`src/rtl/core/wavhp_pkg.sv`:
```
// wavhp_pkg: types, codes and constants shared by the wave header parser
// depends on nothing; used by wavhp_divider, wavhp_datapath, wavhp_controller and the top level
`default_nettype none

package wavhp_pkg;

   typedef enum logic [4:0] {
      PH_RIFF,
      PH_SIZE,
      PH_WAVE,
      PH_ID,
      PH_CLEN,
      PH_COMP,
      PH_CHAN,
      PH_RATE,
      PH_AVG,
      PH_ALIGN,
      PH_BITS,
      PH_SKIP,
      PH_DIV,
      PH_DONE
   } phase_type;

   localparam logic [1:0] ACT_BYTE    = 2'd0;
   localparam logic [1:0] ACT_END     = 2'd1;
   localparam logic [1:0] ACT_RESTART = 2'd2;

   localparam logic [3:0] ST_OK          = 4'd0;
   localparam logic [3:0] ST_TRUNCATED   = 4'd1;
   localparam logic [3:0] ST_BAD_RIFF    = 4'd2;
   localparam logic [3:0] ST_BAD_WAVE    = 4'd3;
   localparam logic [3:0] ST_COMPRESSION = 4'd4;
   localparam logic [3:0] ST_BITS        = 4'd5;
   localparam logic [3:0] ST_UNKNOWN     = 4'd6;
   localparam logic [3:0] ST_EXHAUSTED   = 4'd7;
   localparam logic [3:0] ST_NO_CHANNELS = 4'd8;

   localparam logic [31:0] TAG_RIFF = 32'h5249_4646;
   localparam logic [31:0] TAG_WAVE = 32'h5741_5645;
   localparam logic [31:0] TAG_FMT  = 32'h666D_7420;
   localparam logic [31:0] TAG_DATA = 32'h6461_7461;

   localparam logic [15:0] PCM_CODE = 16'd1;
   localparam logic [15:0] PCM_BITS = 16'd16;

   typedef struct packed {
      logic       capture;
      logic       assemble_be;
      logic [1:0] byte_idx;
      logic       field_done;
      logic       dec_riff;
      logic       dec_chunk;
      logic       load_riff;
      logic       load_chunk;
      logic       load_tag;
      logic       load_chan;
      logic       load_rate;
      logic       load_align;
      logic       load_bits;
      logic       clear_all;
      logic       emit;
      logic [3:0] emit_status;
      logic       use_quotient;
      logic       start_div;
   } wavhp_cmd_type;

   typedef struct packed {
      logic eq_riff;
      logic eq_wave;
      logic tag_fmt;
      logic tag_data;
      logic comp_ok;
      logic bits_ok;
      logic chan_zero;
      logic riff_zero;
      logic riff_one;
      logic chunk_one;
      logic div_done;
      logic out_busy;
   } wavhp_stat_type;

   // index of the last byte of the field read in each phase
   function automatic logic [1:0] field_last(input phase_type p);
      logic [1:0] n;
      case (p)
         PH_COMP, PH_CHAN, PH_ALIGN, PH_BITS: n = 2'd1;
         PH_SKIP: n = 2'd0;
         default: n = 2'd3;
      endcase
      return n;
   endfunction

endpackage

`default_nettype wire

```
`src/rtl/core/wavhp_req_if.sv`:
```
// wavhp_req_if: input word channel of the wave header parser
// depends on nothing
`default_nettype none

interface wavhp_req_if;
   logic       valid;
   logic       ready;
   logic [1:0] action;
   logic [7:0] data_byte;

   modport source (output valid, action, data_byte, input ready);
   modport sink (input valid, action, data_byte, output ready);
endinterface

`default_nettype wire

```
`src/rtl/core/wavhp_rsp_if.sv`:
```
// wavhp_rsp_if: result word channel of the wave header parser
// depends on nothing
`default_nettype none

interface wavhp_rsp_if;
   logic        valid;
   logic        ready;
   logic [3:0]  status;
   logic [15:0] channels;
   logic [31:0] sample_rate;
   logic [15:0] block_align;
   logic [15:0] bits_per_sample;
   logic [31:0] samples_per_channel;
   logic [31:0] riff_bytes_left;

   modport source (output valid, status, channels, sample_rate, block_align,
                   bits_per_sample, samples_per_channel, riff_bytes_left,
                   input ready);
   modport sink (input valid, status, channels, sample_rate, block_align,
                 bits_per_sample, samples_per_channel, riff_bytes_left,
                 output ready);
endinterface

`default_nettype wire

```
`src/rtl/core/wavhp_divider.sv`:
```
// wavhp_divider: iterative restoring divider, 32-bit by 16-bit, one bit a cycle
// depends on wavhp_pkg
`default_nettype none

module wavhp_divider
   import wavhp_pkg::*;
(
   input  wire logic        clock,
   input  wire logic        reset,
   input  wire logic        start,
   input  wire logic [31:0] dividend,
   input  wire logic [15:0] divisor,
   output logic             done,
   output logic [31:0]      quotient
);

   logic        busy_ff, busy_in;
   logic        done_ff, done_in;
   logic [4:0]  count_ff, count_in;
   logic [31:0] quot_ff, quot_in;
   logic [15:0] rem_ff, rem_in;
   logic [15:0] dsr_ff, dsr_in;

   logic [16:0] shifted;
   logic [16:0] diff;
   logic        ge;

   always_comb begin
      shifted = {rem_ff, quot_ff[31]};
      diff    = shifted - {1'b0, dsr_ff};
      ge      = shifted >= {1'b0, dsr_ff};
   end

   always_comb begin
      busy_in  = busy_ff;
      done_in  = 1'b0;
      count_in = count_ff;
      quot_in  = quot_ff;
      rem_in   = rem_ff;
      dsr_in   = dsr_ff;
      if (start) begin
         busy_in  = 1'b1;
         count_in = '0;
         quot_in  = dividend;
         rem_in   = '0;
         dsr_in   = divisor;
      end else if (busy_ff) begin
         quot_in  = {quot_ff[30:0], ge};
         rem_in   = ge ? diff[15:0] : shifted[15:0];
         count_in = count_ff + 5'd1;
         if (count_ff == 5'd31) begin
            busy_in = 1'b0;
            done_in = 1'b1;
         end
      end
   end

   always_ff @(posedge clock) begin
      if (reset) begin
         busy_ff  <= 1'b0;
         done_ff  <= 1'b0;
         count_ff <= '0;
      end else begin
         busy_ff  <= busy_in;
         done_ff  <= done_in;
         count_ff <= count_in;
      end
      quot_ff <= quot_in;
      rem_ff  <= rem_in;
      dsr_ff  <= dsr_in;
   end

   assign done     = done_ff;
   assign quotient = quot_ff;

endmodule

`default_nettype wire

```
`src/rtl/core/wavhp_datapath.sv`:
```
// wavhp_datapath: field assembly, size counters, header fields and result register
// depends on wavhp_pkg and wavhp_divider
`default_nettype none

module wavhp_datapath
   import wavhp_pkg::*;
(
   input  wire logic           clock,
   input  wire logic           reset,
   input  wire wavhp_cmd_type  cmd,
   input  wire logic [7:0]     data_byte,
   output wavhp_stat_type      stat,
   input  wire logic           rsp_ready,
   output logic                rsp_valid,
   output logic [3:0]          rsp_status,
   output logic [15:0]         rsp_channels,
   output logic [31:0]         rsp_sample_rate,
   output logic [15:0]         rsp_block_align,
   output logic [15:0]         rsp_bits_per_sample,
   output logic [31:0]         rsp_samples_per_channel,
   output logic [31:0]         rsp_riff_bytes_left
);

   logic [31:0] field_shift_ff, field_shift_in;
   logic [31:0] riff_left_ff, riff_left_in;
   logic [31:0] chunk_left_ff, chunk_left_in;
   logic [31:0] chunk_tag_ff, chunk_tag_in;
   logic [15:0] channel_count_ff, channel_count_in;
   logic [31:0] rate_value_ff, rate_value_in;
   logic [15:0] align_value_ff, align_value_in;
   logic [15:0] sample_bits_ff, sample_bits_in;

   logic        rsp_valid_ff, rsp_valid_in;
   logic [3:0]  out_status_ff;
   logic [15:0] out_channels_ff;
   logic [31:0] out_rate_ff;
   logic [15:0] out_align_ff;
   logic [15:0] out_bits_ff;
   logic [31:0] out_samples_ff;
   logic [31:0] out_riff_ff;

   logic [31:0] assembled;
   logic [31:0] shift_le;
   logic [31:0] riff_dec;
   logic        div_done;
   logic [31:0] quotient;

   wavhp_divider u_divider (
      .clock    (clock),
      .reset    (reset),
      .start    (cmd.start_div),
      .dividend (assembled),
      .divisor  (channel_count_ff),
      .done     (div_done),
      .quotient (quotient)
   );

   always_comb begin
      shift_le  = {24'd0, data_byte} << {cmd.byte_idx, 3'b000};
      assembled = cmd.assemble_be ? {field_shift_ff[23:0], data_byte}
                                  : (field_shift_ff | shift_le);
      riff_dec  = riff_left_ff - {31'd0, cmd.dec_riff};
   end

   always_comb begin
      field_shift_in   = field_shift_ff;
      riff_left_in     = riff_dec;
      chunk_left_in    = chunk_left_ff;
      chunk_tag_in     = chunk_tag_ff;
      channel_count_in = channel_count_ff;
      rate_value_in    = rate_value_ff;
      align_value_in   = align_value_ff;
      sample_bits_in   = sample_bits_ff;
      if (cmd.capture) begin
         field_shift_in = cmd.field_done ? '0 : assembled;
      end
      if (cmd.load_riff) begin
         riff_left_in = assembled;
      end else if (cmd.load_chunk) begin
         riff_left_in = riff_dec - assembled;
      end
      if (cmd.load_chunk) begin
         chunk_left_in = assembled;
      end else if (cmd.dec_chunk) begin
         chunk_left_in = chunk_left_ff - 32'd1;
      end
      if (cmd.load_tag) begin
         chunk_tag_in = assembled;
      end
      if (cmd.load_chan) begin
         channel_count_in = assembled[15:0];
      end
      if (cmd.load_rate) begin
         rate_value_in = assembled;
      end
      if (cmd.load_align) begin
         align_value_in = assembled[15:0];
      end
      if (cmd.load_bits) begin
         sample_bits_in = assembled[15:0];
      end
   end

   always_ff @(posedge clock) begin
      if (reset || cmd.clear_all) begin
         field_shift_ff   <= '0;
         riff_left_ff     <= '0;
         chunk_left_ff    <= '0;
         chunk_tag_ff     <= '0;
         channel_count_ff <= '0;
         rate_value_ff    <= '0;
         align_value_ff   <= '0;
         sample_bits_ff   <= '0;
      end else begin
         field_shift_ff   <= field_shift_in;
         riff_left_ff     <= riff_left_in;
         chunk_left_ff    <= chunk_left_in;
         chunk_tag_ff     <= chunk_tag_in;
         channel_count_ff <= channel_count_in;
         rate_value_ff    <= rate_value_in;
         align_value_ff   <= align_value_in;
         sample_bits_ff   <= sample_bits_in;
      end
   end

   // result register, loaded from the state as it stands after this word
   always_comb begin
      rsp_valid_in = rsp_valid_ff;
      if (cmd.emit) begin
         rsp_valid_in = 1'b1;
      end else if (rsp_ready) begin
         rsp_valid_in = 1'b0;
      end
   end

   always_ff @(posedge clock) begin
      if (reset) begin
         rsp_valid_ff <= 1'b0;
      end else begin
         rsp_valid_ff <= rsp_valid_in;
      end
      if (cmd.emit) begin
         out_status_ff   <= cmd.emit_status;
         out_channels_ff <= channel_count_in;
         out_rate_ff     <= rate_value_in;
         out_align_ff    <= align_value_in;
         out_bits_ff     <= sample_bits_in;
         out_samples_ff  <= cmd.use_quotient ? quotient : '0;
         out_riff_ff     <= riff_left_in;
      end
   end

   always_comb begin
      stat.eq_riff   = assembled == TAG_RIFF;
      stat.eq_wave   = assembled == TAG_WAVE;
      stat.tag_fmt   = chunk_tag_ff == TAG_FMT;
      stat.tag_data  = chunk_tag_ff == TAG_DATA;
      stat.comp_ok   = assembled[15:0] == PCM_CODE;
      stat.bits_ok   = assembled[15:0] == PCM_BITS;
      stat.chan_zero = channel_count_ff == 16'd0;
      stat.riff_zero = riff_left_ff == 32'd0;
      stat.riff_one  = riff_left_ff == 32'd1;
      stat.chunk_one = chunk_left_ff == 32'd1;
      stat.div_done  = div_done;
      stat.out_busy  = rsp_valid_ff;
   end

   assign rsp_valid               = rsp_valid_ff;
   assign rsp_status              = out_status_ff;
   assign rsp_channels            = out_channels_ff;
   assign rsp_sample_rate         = out_rate_ff;
   assign rsp_block_align         = out_align_ff;
   assign rsp_bits_per_sample     = out_bits_ff;
   assign rsp_samples_per_channel = out_samples_ff;
   assign rsp_riff_bytes_left     = out_riff_ff;

endmodule

`default_nettype wire

```
`src/rtl/core/wavhp_controller.sv`:
```
// wavhp_controller: parse state machine and byte counter, drives datapath commands
// depends on wavhp_pkg
`default_nettype none

module wavhp_controller
   import wavhp_pkg::*;
(
   input  wire logic           clock,
   input  wire logic           reset,
   input  wire logic           req_valid,
   input  wire logic [1:0]     req_action,
   output logic                req_ready,
   input  wire wavhp_stat_type stat,
   output wavhp_cmd_type       cmd
);

   phase_type  state_ff, state_in;
   logic [1:0] byte_cnt_ff, byte_cnt_in;

   logic accept;
   logic take_byte;
   logic byte_last;

   assign req_ready = (state_ff != PH_DIV) && (!stat.out_busy || state_ff == PH_DONE);
   assign accept    = req_valid && req_ready;
   assign take_byte = accept && req_action == ACT_BYTE && state_ff != PH_DONE;
   assign byte_last = byte_cnt_ff == field_last(state_ff);

   // next state
   always_comb begin
      state_in    = state_ff;
      byte_cnt_in = byte_cnt_ff;
      if (accept && req_action == ACT_RESTART) begin
         state_in    = PH_RIFF;
         byte_cnt_in = '0;
      end else if (accept && req_action == ACT_END) begin
         state_in = PH_DONE;
      end else if (take_byte && state_ff == PH_SKIP) begin
         if (stat.chunk_one) begin
            state_in = stat.riff_zero ? PH_DONE : PH_ID;
         end
      end else if (take_byte && !byte_last) begin
         byte_cnt_in = byte_cnt_ff + 2'd1;
      end else if (take_byte) begin
         byte_cnt_in = '0;
         case (state_ff)
            PH_RIFF:  state_in = stat.eq_riff ? PH_SIZE : PH_DONE;
            PH_SIZE:  state_in = PH_WAVE;
            PH_WAVE:  state_in = (!stat.eq_wave || stat.riff_one) ? PH_DONE : PH_ID;
            PH_ID:    state_in = PH_CLEN;
            PH_CLEN: begin
               if (stat.tag_fmt) begin
                  state_in = PH_COMP;
               end else if (stat.tag_data && !stat.chan_zero) begin
                  state_in = PH_DIV;
               end else begin
                  state_in = PH_DONE;
               end
            end
            PH_COMP:  state_in = stat.comp_ok ? PH_CHAN : PH_DONE;
            PH_CHAN:  state_in = PH_RATE;
            PH_RATE:  state_in = PH_AVG;
            PH_AVG:   state_in = PH_ALIGN;
            PH_ALIGN: state_in = PH_BITS;
            PH_BITS: begin
               if (!stat.bits_ok) begin
                  state_in = PH_DONE;
               end else if (!stat.chunk_one) begin
                  state_in = PH_SKIP;
               end else begin
                  state_in = stat.riff_zero ? PH_DONE : PH_ID;
               end
            end
            default:  state_in = state_ff;
         endcase
      end else if (state_ff == PH_DIV && stat.div_done) begin
         state_in = PH_DONE;
      end
   end

   // datapath commands
   always_comb begin
      cmd = '0;
      if (accept && req_action == ACT_RESTART) begin
         cmd.clear_all = 1'b1;
      end else if (accept && req_action == ACT_END && state_ff != PH_DONE) begin
         cmd.emit        = 1'b1;
         cmd.emit_status = (state_ff == PH_SKIP && stat.riff_zero) ? ST_EXHAUSTED
                                                                    : ST_TRUNCATED;
      end else if (take_byte && state_ff == PH_SKIP) begin
         cmd.dec_chunk   = 1'b1;
         cmd.emit        = stat.chunk_one && stat.riff_zero;
         cmd.emit_status = ST_EXHAUSTED;
      end else if (take_byte) begin
         cmd.capture     = 1'b1;
         cmd.byte_idx    = byte_cnt_ff;
         cmd.assemble_be = state_ff == PH_RIFF || state_ff == PH_WAVE || state_ff == PH_ID;
         cmd.dec_riff    = state_ff == PH_WAVE || state_ff == PH_ID || state_ff == PH_CLEN;
         cmd.dec_chunk   = state_ff == PH_COMP || state_ff == PH_CHAN || state_ff == PH_RATE
                        || state_ff == PH_AVG || state_ff == PH_ALIGN || state_ff == PH_BITS;
         cmd.field_done  = byte_last;
         if (byte_last) begin
            case (state_ff)
               PH_RIFF: begin
                  cmd.emit        = !stat.eq_riff;
                  cmd.emit_status = ST_BAD_RIFF;
               end
               PH_SIZE:  cmd.load_riff = 1'b1;
               PH_WAVE: begin
                  cmd.emit        = !stat.eq_wave || stat.riff_one;
                  cmd.emit_status = stat.eq_wave ? ST_EXHAUSTED : ST_BAD_WAVE;
               end
               PH_ID:    cmd.load_tag = 1'b1;
               PH_CLEN: begin
                  cmd.load_chunk = 1'b1;
                  if (stat.tag_fmt) begin
                     cmd.emit = 1'b0;
                  end else if (stat.tag_data && !stat.chan_zero) begin
                     cmd.start_div = 1'b1;
                  end else if (stat.tag_data) begin
                     cmd.emit        = 1'b1;
                     cmd.emit_status = ST_NO_CHANNELS;
                  end else begin
                     cmd.emit        = 1'b1;
                     cmd.emit_status = ST_UNKNOWN;
                  end
               end
               PH_COMP: begin
                  cmd.emit        = !stat.comp_ok;
                  cmd.emit_status = ST_COMPRESSION;
               end
               PH_CHAN:  cmd.load_chan = 1'b1;
               PH_RATE:  cmd.load_rate = 1'b1;
               PH_AVG:   cmd.load_rate = 1'b0;
               PH_ALIGN: cmd.load_align = 1'b1;
               PH_BITS: begin
                  cmd.load_bits   = 1'b1;
                  cmd.emit        = !stat.bits_ok || (stat.chunk_one && stat.riff_zero);
                  cmd.emit_status = stat.bits_ok ? ST_EXHAUSTED : ST_BITS;
               end
               default:  cmd.emit = 1'b0;
            endcase
         end
      end else if (state_ff == PH_DIV && stat.div_done) begin
         cmd.emit         = 1'b1;
         cmd.emit_status  = ST_OK;
         cmd.use_quotient = 1'b1;
      end
   end

   always_ff @(posedge clock) begin
      if (reset) begin
         state_ff    <= PH_RIFF;
         byte_cnt_ff <= '0;
      end else begin
         state_ff    <= state_in;
         byte_cnt_ff <= byte_cnt_in;
      end
   end

endmodule

`default_nettype wire

```
`src/rtl/core/wav_header_parser_unit.sv`:
```
// wav_header_parser_unit: top level of the riff/wave pcm header parser
// depends on wavhp_pkg, wavhp_req_if, wavhp_rsp_if, wavhp_controller, wavhp_datapath
//
// The parser takes a wave file one byte per word on req_ch and sustains one word per
// clock cycle through the riff, wave, chunk header and fmt fields. When the data chunk
// header completes, the data size is divided by the channel count in an iterative
// divider that retires one quotient bit a cycle, so that req_ch.ready stays low while
// the division runs and the result appears as ready rises; this happens once per
// file. The single result word is held in an output register until rsp_ch takes it.
// Once a result is out, further words are accepted and ignored until a restart word;
// after a restart no word is taken until the held result has been taken.
`default_nettype none

module wav_header_parser_unit
   import wavhp_pkg::*;
(
   input  wire logic   clock,
   input  wire logic   reset,
   wavhp_req_if.sink   req_ch,
   wavhp_rsp_if.source rsp_ch
);

   wavhp_cmd_type  cmd;
   wavhp_stat_type stat;

   wavhp_controller u_controller (
      .clock      (clock),
      .reset      (reset),
      .req_valid  (req_ch.valid),
      .req_action (req_ch.action),
      .req_ready  (req_ch.ready),
      .stat       (stat),
      .cmd        (cmd)
   );

   wavhp_datapath u_datapath (
      .clock                   (clock),
      .reset                   (reset),
      .cmd                     (cmd),
      .data_byte               (req_ch.data_byte),
      .stat                    (stat),
      .rsp_ready               (rsp_ch.ready),
      .rsp_valid               (rsp_ch.valid),
      .rsp_status              (rsp_ch.status),
      .rsp_channels            (rsp_ch.channels),
      .rsp_sample_rate         (rsp_ch.sample_rate),
      .rsp_block_align         (rsp_ch.block_align),
      .rsp_bits_per_sample     (rsp_ch.bits_per_sample),
      .rsp_samples_per_channel (rsp_ch.samples_per_channel),
      .rsp_riff_bytes_left     (rsp_ch.riff_bytes_left)
   );

   // a result is only produced while the output register is free
   assert property (@(posedge clock) disable iff (reset) cmd.emit |-> !stat.out_busy)
      else $error("result produced while output register is occupied");

   // no word is taken while the divider is working
   assert property (@(posedge clock) disable iff (reset) cmd.start_div |=> !req_ch.ready)
      else $error("input ready while division in progress");

   assert property (@(posedge clock) disable iff (reset) stat.div_done |-> cmd.emit)
      else $error("division finished without a result");

   assert property (@(posedge clock) reset |=> !rsp_ch.valid)
      else $error("result valid straight after reset");

endmodule

`default_nettype wire
```
`src/flat_wrapper.sv`:
```
// flat-port wrapper written by rule: the top's interface ports become plain ports
module wav_header_parser_unit_flat import wavhp_pkg::*;
  (clock, reset, req_ch_valid, req_ch_action, req_ch_data_byte, req_ch_ready, rsp_ch_valid, rsp_ch_status, rsp_ch_channels, rsp_ch_sample_rate, rsp_ch_block_align, rsp_ch_bits_per_sample, rsp_ch_samples_per_channel, rsp_ch_riff_bytes_left, rsp_ch_ready);
  wavhp_req_if req_ch_i ();
  wavhp_rsp_if rsp_ch_i ();
  input  wire logic clock;
  input  wire logic reset;
  input wire logic [$bits(req_ch_i.valid)-1:0] req_ch_valid;
  input wire logic [$bits(req_ch_i.action)-1:0] req_ch_action;
  input wire logic [$bits(req_ch_i.data_byte)-1:0] req_ch_data_byte;
  output wire logic [$bits(req_ch_i.ready)-1:0] req_ch_ready;
  output wire logic [$bits(rsp_ch_i.valid)-1:0] rsp_ch_valid;
  output wire logic [$bits(rsp_ch_i.status)-1:0] rsp_ch_status;
  output wire logic [$bits(rsp_ch_i.channels)-1:0] rsp_ch_channels;
  output wire logic [$bits(rsp_ch_i.sample_rate)-1:0] rsp_ch_sample_rate;
  output wire logic [$bits(rsp_ch_i.block_align)-1:0] rsp_ch_block_align;
  output wire logic [$bits(rsp_ch_i.bits_per_sample)-1:0] rsp_ch_bits_per_sample;
  output wire logic [$bits(rsp_ch_i.samples_per_channel)-1:0] rsp_ch_samples_per_channel;
  output wire logic [$bits(rsp_ch_i.riff_bytes_left)-1:0] rsp_ch_riff_bytes_left;
  input wire logic [$bits(rsp_ch_i.ready)-1:0] rsp_ch_ready;
  assign req_ch_i.valid = req_ch_valid;
  assign req_ch_i.action = req_ch_action;
  assign req_ch_i.data_byte = req_ch_data_byte;
  assign req_ch_ready = req_ch_i.ready;
  assign rsp_ch_valid = rsp_ch_i.valid;
  assign rsp_ch_status = rsp_ch_i.status;
  assign rsp_ch_channels = rsp_ch_i.channels;
  assign rsp_ch_sample_rate = rsp_ch_i.sample_rate;
  assign rsp_ch_block_align = rsp_ch_i.block_align;
  assign rsp_ch_bits_per_sample = rsp_ch_i.bits_per_sample;
  assign rsp_ch_samples_per_channel = rsp_ch_i.samples_per_channel;
  assign rsp_ch_riff_bytes_left = rsp_ch_i.riff_bytes_left;
  assign rsp_ch_i.ready = rsp_ch_ready;
  wav_header_parser_unit u_core (.clock(clock), .reset(reset), .req_ch(req_ch_i), .rsp_ch(rsp_ch_i));
endmodule
```
`config.mk`:
```
export PLATFORM = sky130hd
export DESIGN_NAME = wav_header_parser_unit_flat
export DESIGN_NICKNAME = d
export VERILOG_FILES = /design/src/rtl/core/wavhp_pkg.sv /design/src/rtl/core/wavhp_req_if.sv /design/src/rtl/core/wavhp_rsp_if.sv /design/src/rtl/core/wavhp_divider.sv /design/src/rtl/core/wavhp_datapath.sv /design/src/rtl/core/wavhp_controller.sv /design/src/rtl/core/wav_header_parser_unit.sv /design/src/flat_wrapper.sv
export SDC_FILE = /design/constraint.sdc
export NUM_CORES = 1
export LEC_CHECK = 0
export ABC_AREA = 1
export ABC_CLOCK_PERIOD_IN_PS = 12900
export BUFFER_PORTS_ARGS = -buffer_cell sky130_fd_sc_hd__buf_2
export CAP_MARGIN = 20
export CORE_MARGIN = 1.5
export CORE_UTILIZATION = 25
export DETAILED_ROUTE_END_ITERATION = 8
export MAX_ROUTING_LAYER = met4
export PLACE_DENSITY_LB_ADDON = 0.1
export SKIP_LAST_GASP = 1
export SLEW_MARGIN = 10
export SYNTH_ARGS = -nofsm -noshare
export SYNTH_HDL_FRONTEND = slang
export SYNTH_SLANG_ARGS = --single-unit
export TNS_END_PERCENT = 100
```
`constraint.sdc`:
```
create_clock -name clock -period 12.9 [get_ports clock]
set_input_delay 1.29 -clock clock [delete_from_list [all_inputs] [get_ports clock]]
set_output_delay 1.29 -clock clock [all_outputs]
set_load 0.05 [all_outputs]
```
==> run_results.csv <==
group,metric,value,unit
clock_network,clk_path_buf_depth,3,
floorplanning,initial_core_util,25.2,%
timing,worst_clock_skew,0.0242,ns
clock_network,cts_tree,"done",
logic_synthesis,ys_top_cells_by_area,"edfxtp_1 28%, dfxtp_1 22%, nand2_1 11%",
clock_network,cts.root.buffer_cell,"clkbuf_16",
logic_synthesis,synth-async-reset-ratio,0,%
pwr,powerDensity,139,nW/µm²
place,dp_hpwl,55300,µm
logic_synthesis,synth_compound_area_share,13.5,%
logic_synthesis,syn_avg_cell_area,8.24,µm²
floorplanning,fp.dieW,295,µm
logic_synthesis,yosysWarnings,0,
grt,grt_max_degree,76,
detailed_routing,ant_nets,0,
grt,grt_pass1_wl,114000,µm
grt,gr-usage-all-layers,18.1,%
place,dp_cells,3828,
cells_and_area,final_common_cell,"nand2_1",
timing,setup_tns,0,ns
logic_synthesis,yosysTopAreaCell,"edfxtp_1",
timing,hold_viol,0,
timing,worstMarginPinSlew,1.05,ns
grt,grt_pass1_vias,17993,
floorplanning,num_rows,107,
clock_network,cts.sinks,434,
critical_path,cp.required,13.25,ns
logic_synthesis,synth_edf_count,196,
grt,overflow,0,
worst_hold_path,hold_path_class,"reg -> reg",
place,gp_congestion,0.874,
logic_synthesis,synth_mux_area_share,0,%
critical_path,crit_type,"in -> reg",
logic_synthesis,synth-xor-area-share,3.28,%
detailed_routing,drc_errors,0,
critical_path,startpoint_type,"input port",
floorplanning,fp.dieH,295,µm
clock_network,cts_setup_buffers,0,
run_status,status,"complete, no violations",
timing,slew_headroom,29.1,%
timing,finalMaxSlewViolations,0,
timing,fin_crit_sh,49.3,%
logic_synthesis,ys_ff_latch,434,
clock_network,cts_made_buffers,53,
timing,fin_crit,6.36,ns
logic_synthesis,synthAdderAreaFrac,3.29,%
logic_synthesis,synthFlopType,"dfxtp_1",
clock_network,clock_latency,0.62,ns
clock_network,cts_resized,0,
floorplanning,fp.coreArea,84900,µm²
place,io_buffers,163,
grt,antenna_found_initial,2,
clock_network,clk_pin_slew,0.06,ns
critical_path,crit_fanout,8,
detailed_routing,drt_first_pass_iters,6,
floorplanning,io_pins,164,
detailed_routing,viasPerCell,4.68,
detailed_routing,routed_wl,77400,µm
critical_path,end_kind,"flop",
cells_and_area,nets,2808,
logic_synthesis,synth_top_family_by_area,"simple AND/OR/NAND/NOR gates",
logic_synthesis,syn_area,21400,µm²
timing,rsz0062_at_grt,"no",
cells_and_area,final_cell_mix,"605 x nand2_1, 261 x nor2_1, 255 x a21oi_1",
logic_synthesis,synth_nets,2660,
flow_run,drv_cap,0,
logic_synthesis,ys_types,67,
cells_and_area,syn2layout_area_growth,18.1,%
cells_and_area,final_cells,3930,
pwr,leakage,0.0112,µW
detailed_routing,wire_per_inst,19.7,µm
logic_synthesis,netlist.area_leader.share,27.6,%
detailed_routing,drt_iter0_drc,1256,
clock_network,h-tree-depth,2,
logic_synthesis,yosys.area_share.simple,23.7,%
logic_synthesis,syn_inst,2591,
pwr,ir_worst_vdd,0.0000798,V
logic_synthesis,ys_seq_area_share,49.9,%
cells_and_area,drive_gt1_share,13.3,%
detailed_routing,vias,18402,
timing,max_freq,157,MHz
floorplanning,fp.dieArea,87200,µm²
timing,finalSetupViolations,0,
critical_path,crit_arrival,6.71,ns
clock_network,cts-hold-fix-buffers,0,
==> through the flow <==
step	power, µW	instance area [µm²]	hold slack (ns)	worst slack (ns)	utilization [%]
after floorplan	1820	21400	0.431	6.21	-
after global placement	1980	23400	0.450	6.04	27.6
after detailed placement	1980	23400	0.454	5.87	27.6
after CTS	3560	25200	0.468	6.51	29.7
after global routing	3660	25200	0.485	5.88	29.7
final	3510	25200	0.465	6.54	29.7
==> flip-flops by register name, summed over array words and instances (netlist names), 2 cells and up <==
| name | flops |
|---|---|
| u_core.u_datapath.riff_left_ff | 32 |
| u_core.u_datapath.rsp_bits_per_sample | 16 |
| u_core.u_datapath.align_value_ff | 16 |
| u_core.u_datapath.rate_value_ff | 32 |
| u_core.u_datapath.u_divider.rem_ff | 16 |
| u_core.u_datapath.chunk_tag_ff | 32 |
| u_core.u_datapath.u_divider.quotient | 32 |
| u_core.u_datapath.rsp_block_align | 16 |
| u_core.u_datapath.field_shift_ff | 32 |
| u_core.u_controller.state_ff | 4 |
| u_core.u_datapath.channel_count_ff | 16 |
| u_core.u_datapath.rsp_sample_rate | 32 |
| u_core.u_datapath.u_divider.dsr_ff | 16 |
| u_core.u_datapath.chunk_left_ff | 32 |
| u_core.u_datapath.u_divider.count_ff | 5 |
| u_core.u_datapath.rsp_samples_per_channel | 32 |
| u_core.u_datapath.sample_bits_ff | 16 |
| u_core.u_datapath.rsp_riff_bytes_left | 32 |
| u_core.u_controller.byte_cnt_ff | 2 |
| u_core.u_datapath.rsp_channels | 16 |
| u_core.u_datapath.rsp_status | 4 |
==> Yosys cell counts, types with 4 or more instances <==
master	instances
a211oi_1	7
a21o_1	4
a21oi_1	255
a21oi_2	7
a21oi_4	4
a221oi_1	4
a31oi_1	9
buf_2	7
buf_6	5
clkbuf_1	75
dfxtp_1	238
edfxtp_1	196
ha_1	53
inv_1	236
inv_2	9
nand2_1	607
nand2_2	29
nand2_4	5
nand3_1	94
nand4_1	33
nor2_1	262
nor2_2	11
nor3_1	56
nor4_1	23
o211ai_1	27
o21a_1	4
o21ai_0	150
o21bai_1	14
o22ai_1	5
or2_1	14
or2_2	8
xnor2_1	26
xor2_1	54
==> logic make-up after synthesis <==
logic type / count (synthesis)
simple gates: 1167
compound gates: 513
flops: 434
buf+inv: 342
xor+xnor: 80
fa+ha+maj: 55
==> routing by layer <==
metal / GRT usage, % / wire length [µm] / up-vias
li1: - / - / 9013
met1: 24.1 / 36300 / 8780
met2: 28.0 / 34700 / 473
met3: 3.01 / 3880 / 136
met4: 6.07 / 2540 / 0
met5: - / 0 / -
==> power by group <==
| part | total [µW] | leakage, µW | internal, µW | switching [µW] |
|---|---|---|---|---|
| Sequential | 1480 | 0.00381 | 1460 | 20.3 |
| Clock | 1560 | 0.000897 | 929 | 629 |
| Combinational | 469 | 0.00649 | 122 | 347 |
==> critical path, stage by stage <==
cell       delay [ns]
buf_2            0.12
nand3b_2         0.27
nor2_8           0.28
inv_4            0.11
nor2_1           0.25
ha_1             0.23
ha_1             0.23
nand2_1          0.12
nor2_1           0.21
nand2_1          0.12
nor2_1           0.23
inv_1            0.06
nor2_1           0.49
nand3_1          0.29
nor2_1           0.20
xor2_1           0.22
ha_1             0.33
a21oi_1          0.22
inv_1            0.06
a21oi_1          0.17
nor2_1           0.06
a2111oi_0        0.33
o21ai_0          0.17
a21oi_1          0.18
nand3_1          0.11
a21o_1           0.21
nand3_1          0.09
nand2_1          0.06
==> worst paths after layout <==
path	start	to	slack, ns	depth (start not counted)
worst max-delay path	req_ch_action[1]	u_core.u_datapath.rsp_riff_bytes_left[31]	6.54	28
worst min-delay path	u_core.u_datapath.channel_count_ff[5]	u_core.u_datapath.u_divider.dsr_ff[5]	0.47	0
worst max register to register	u_core.u_controller.state_ff[1]	u_core.u_datapath.rsp_riff_bytes_left[31]	6.60	28
worst min register to register	u_core.u_datapath.channel_count_ff[5]	u_core.u_datapath.u_divider.dsr_ff[5]	0.47	0
==> final cells by class <==
| type | count | area (µm²) |
|---|---|---|
| multi-input combinational | 1815 | 9390 |
| timing repair buffer | 184 | 973 |
| clock inverter | 28 | 302 |
| inverter | 251 | 948 |
| tap | 1144 | 1430 |
| fill | 9151 | 59700 |
| antenna | 2 | 5.00 |
| sequential | 434 | 10700 |
| clock buffer | 72 | 1520 |
(Power assumes the default switching activity.)
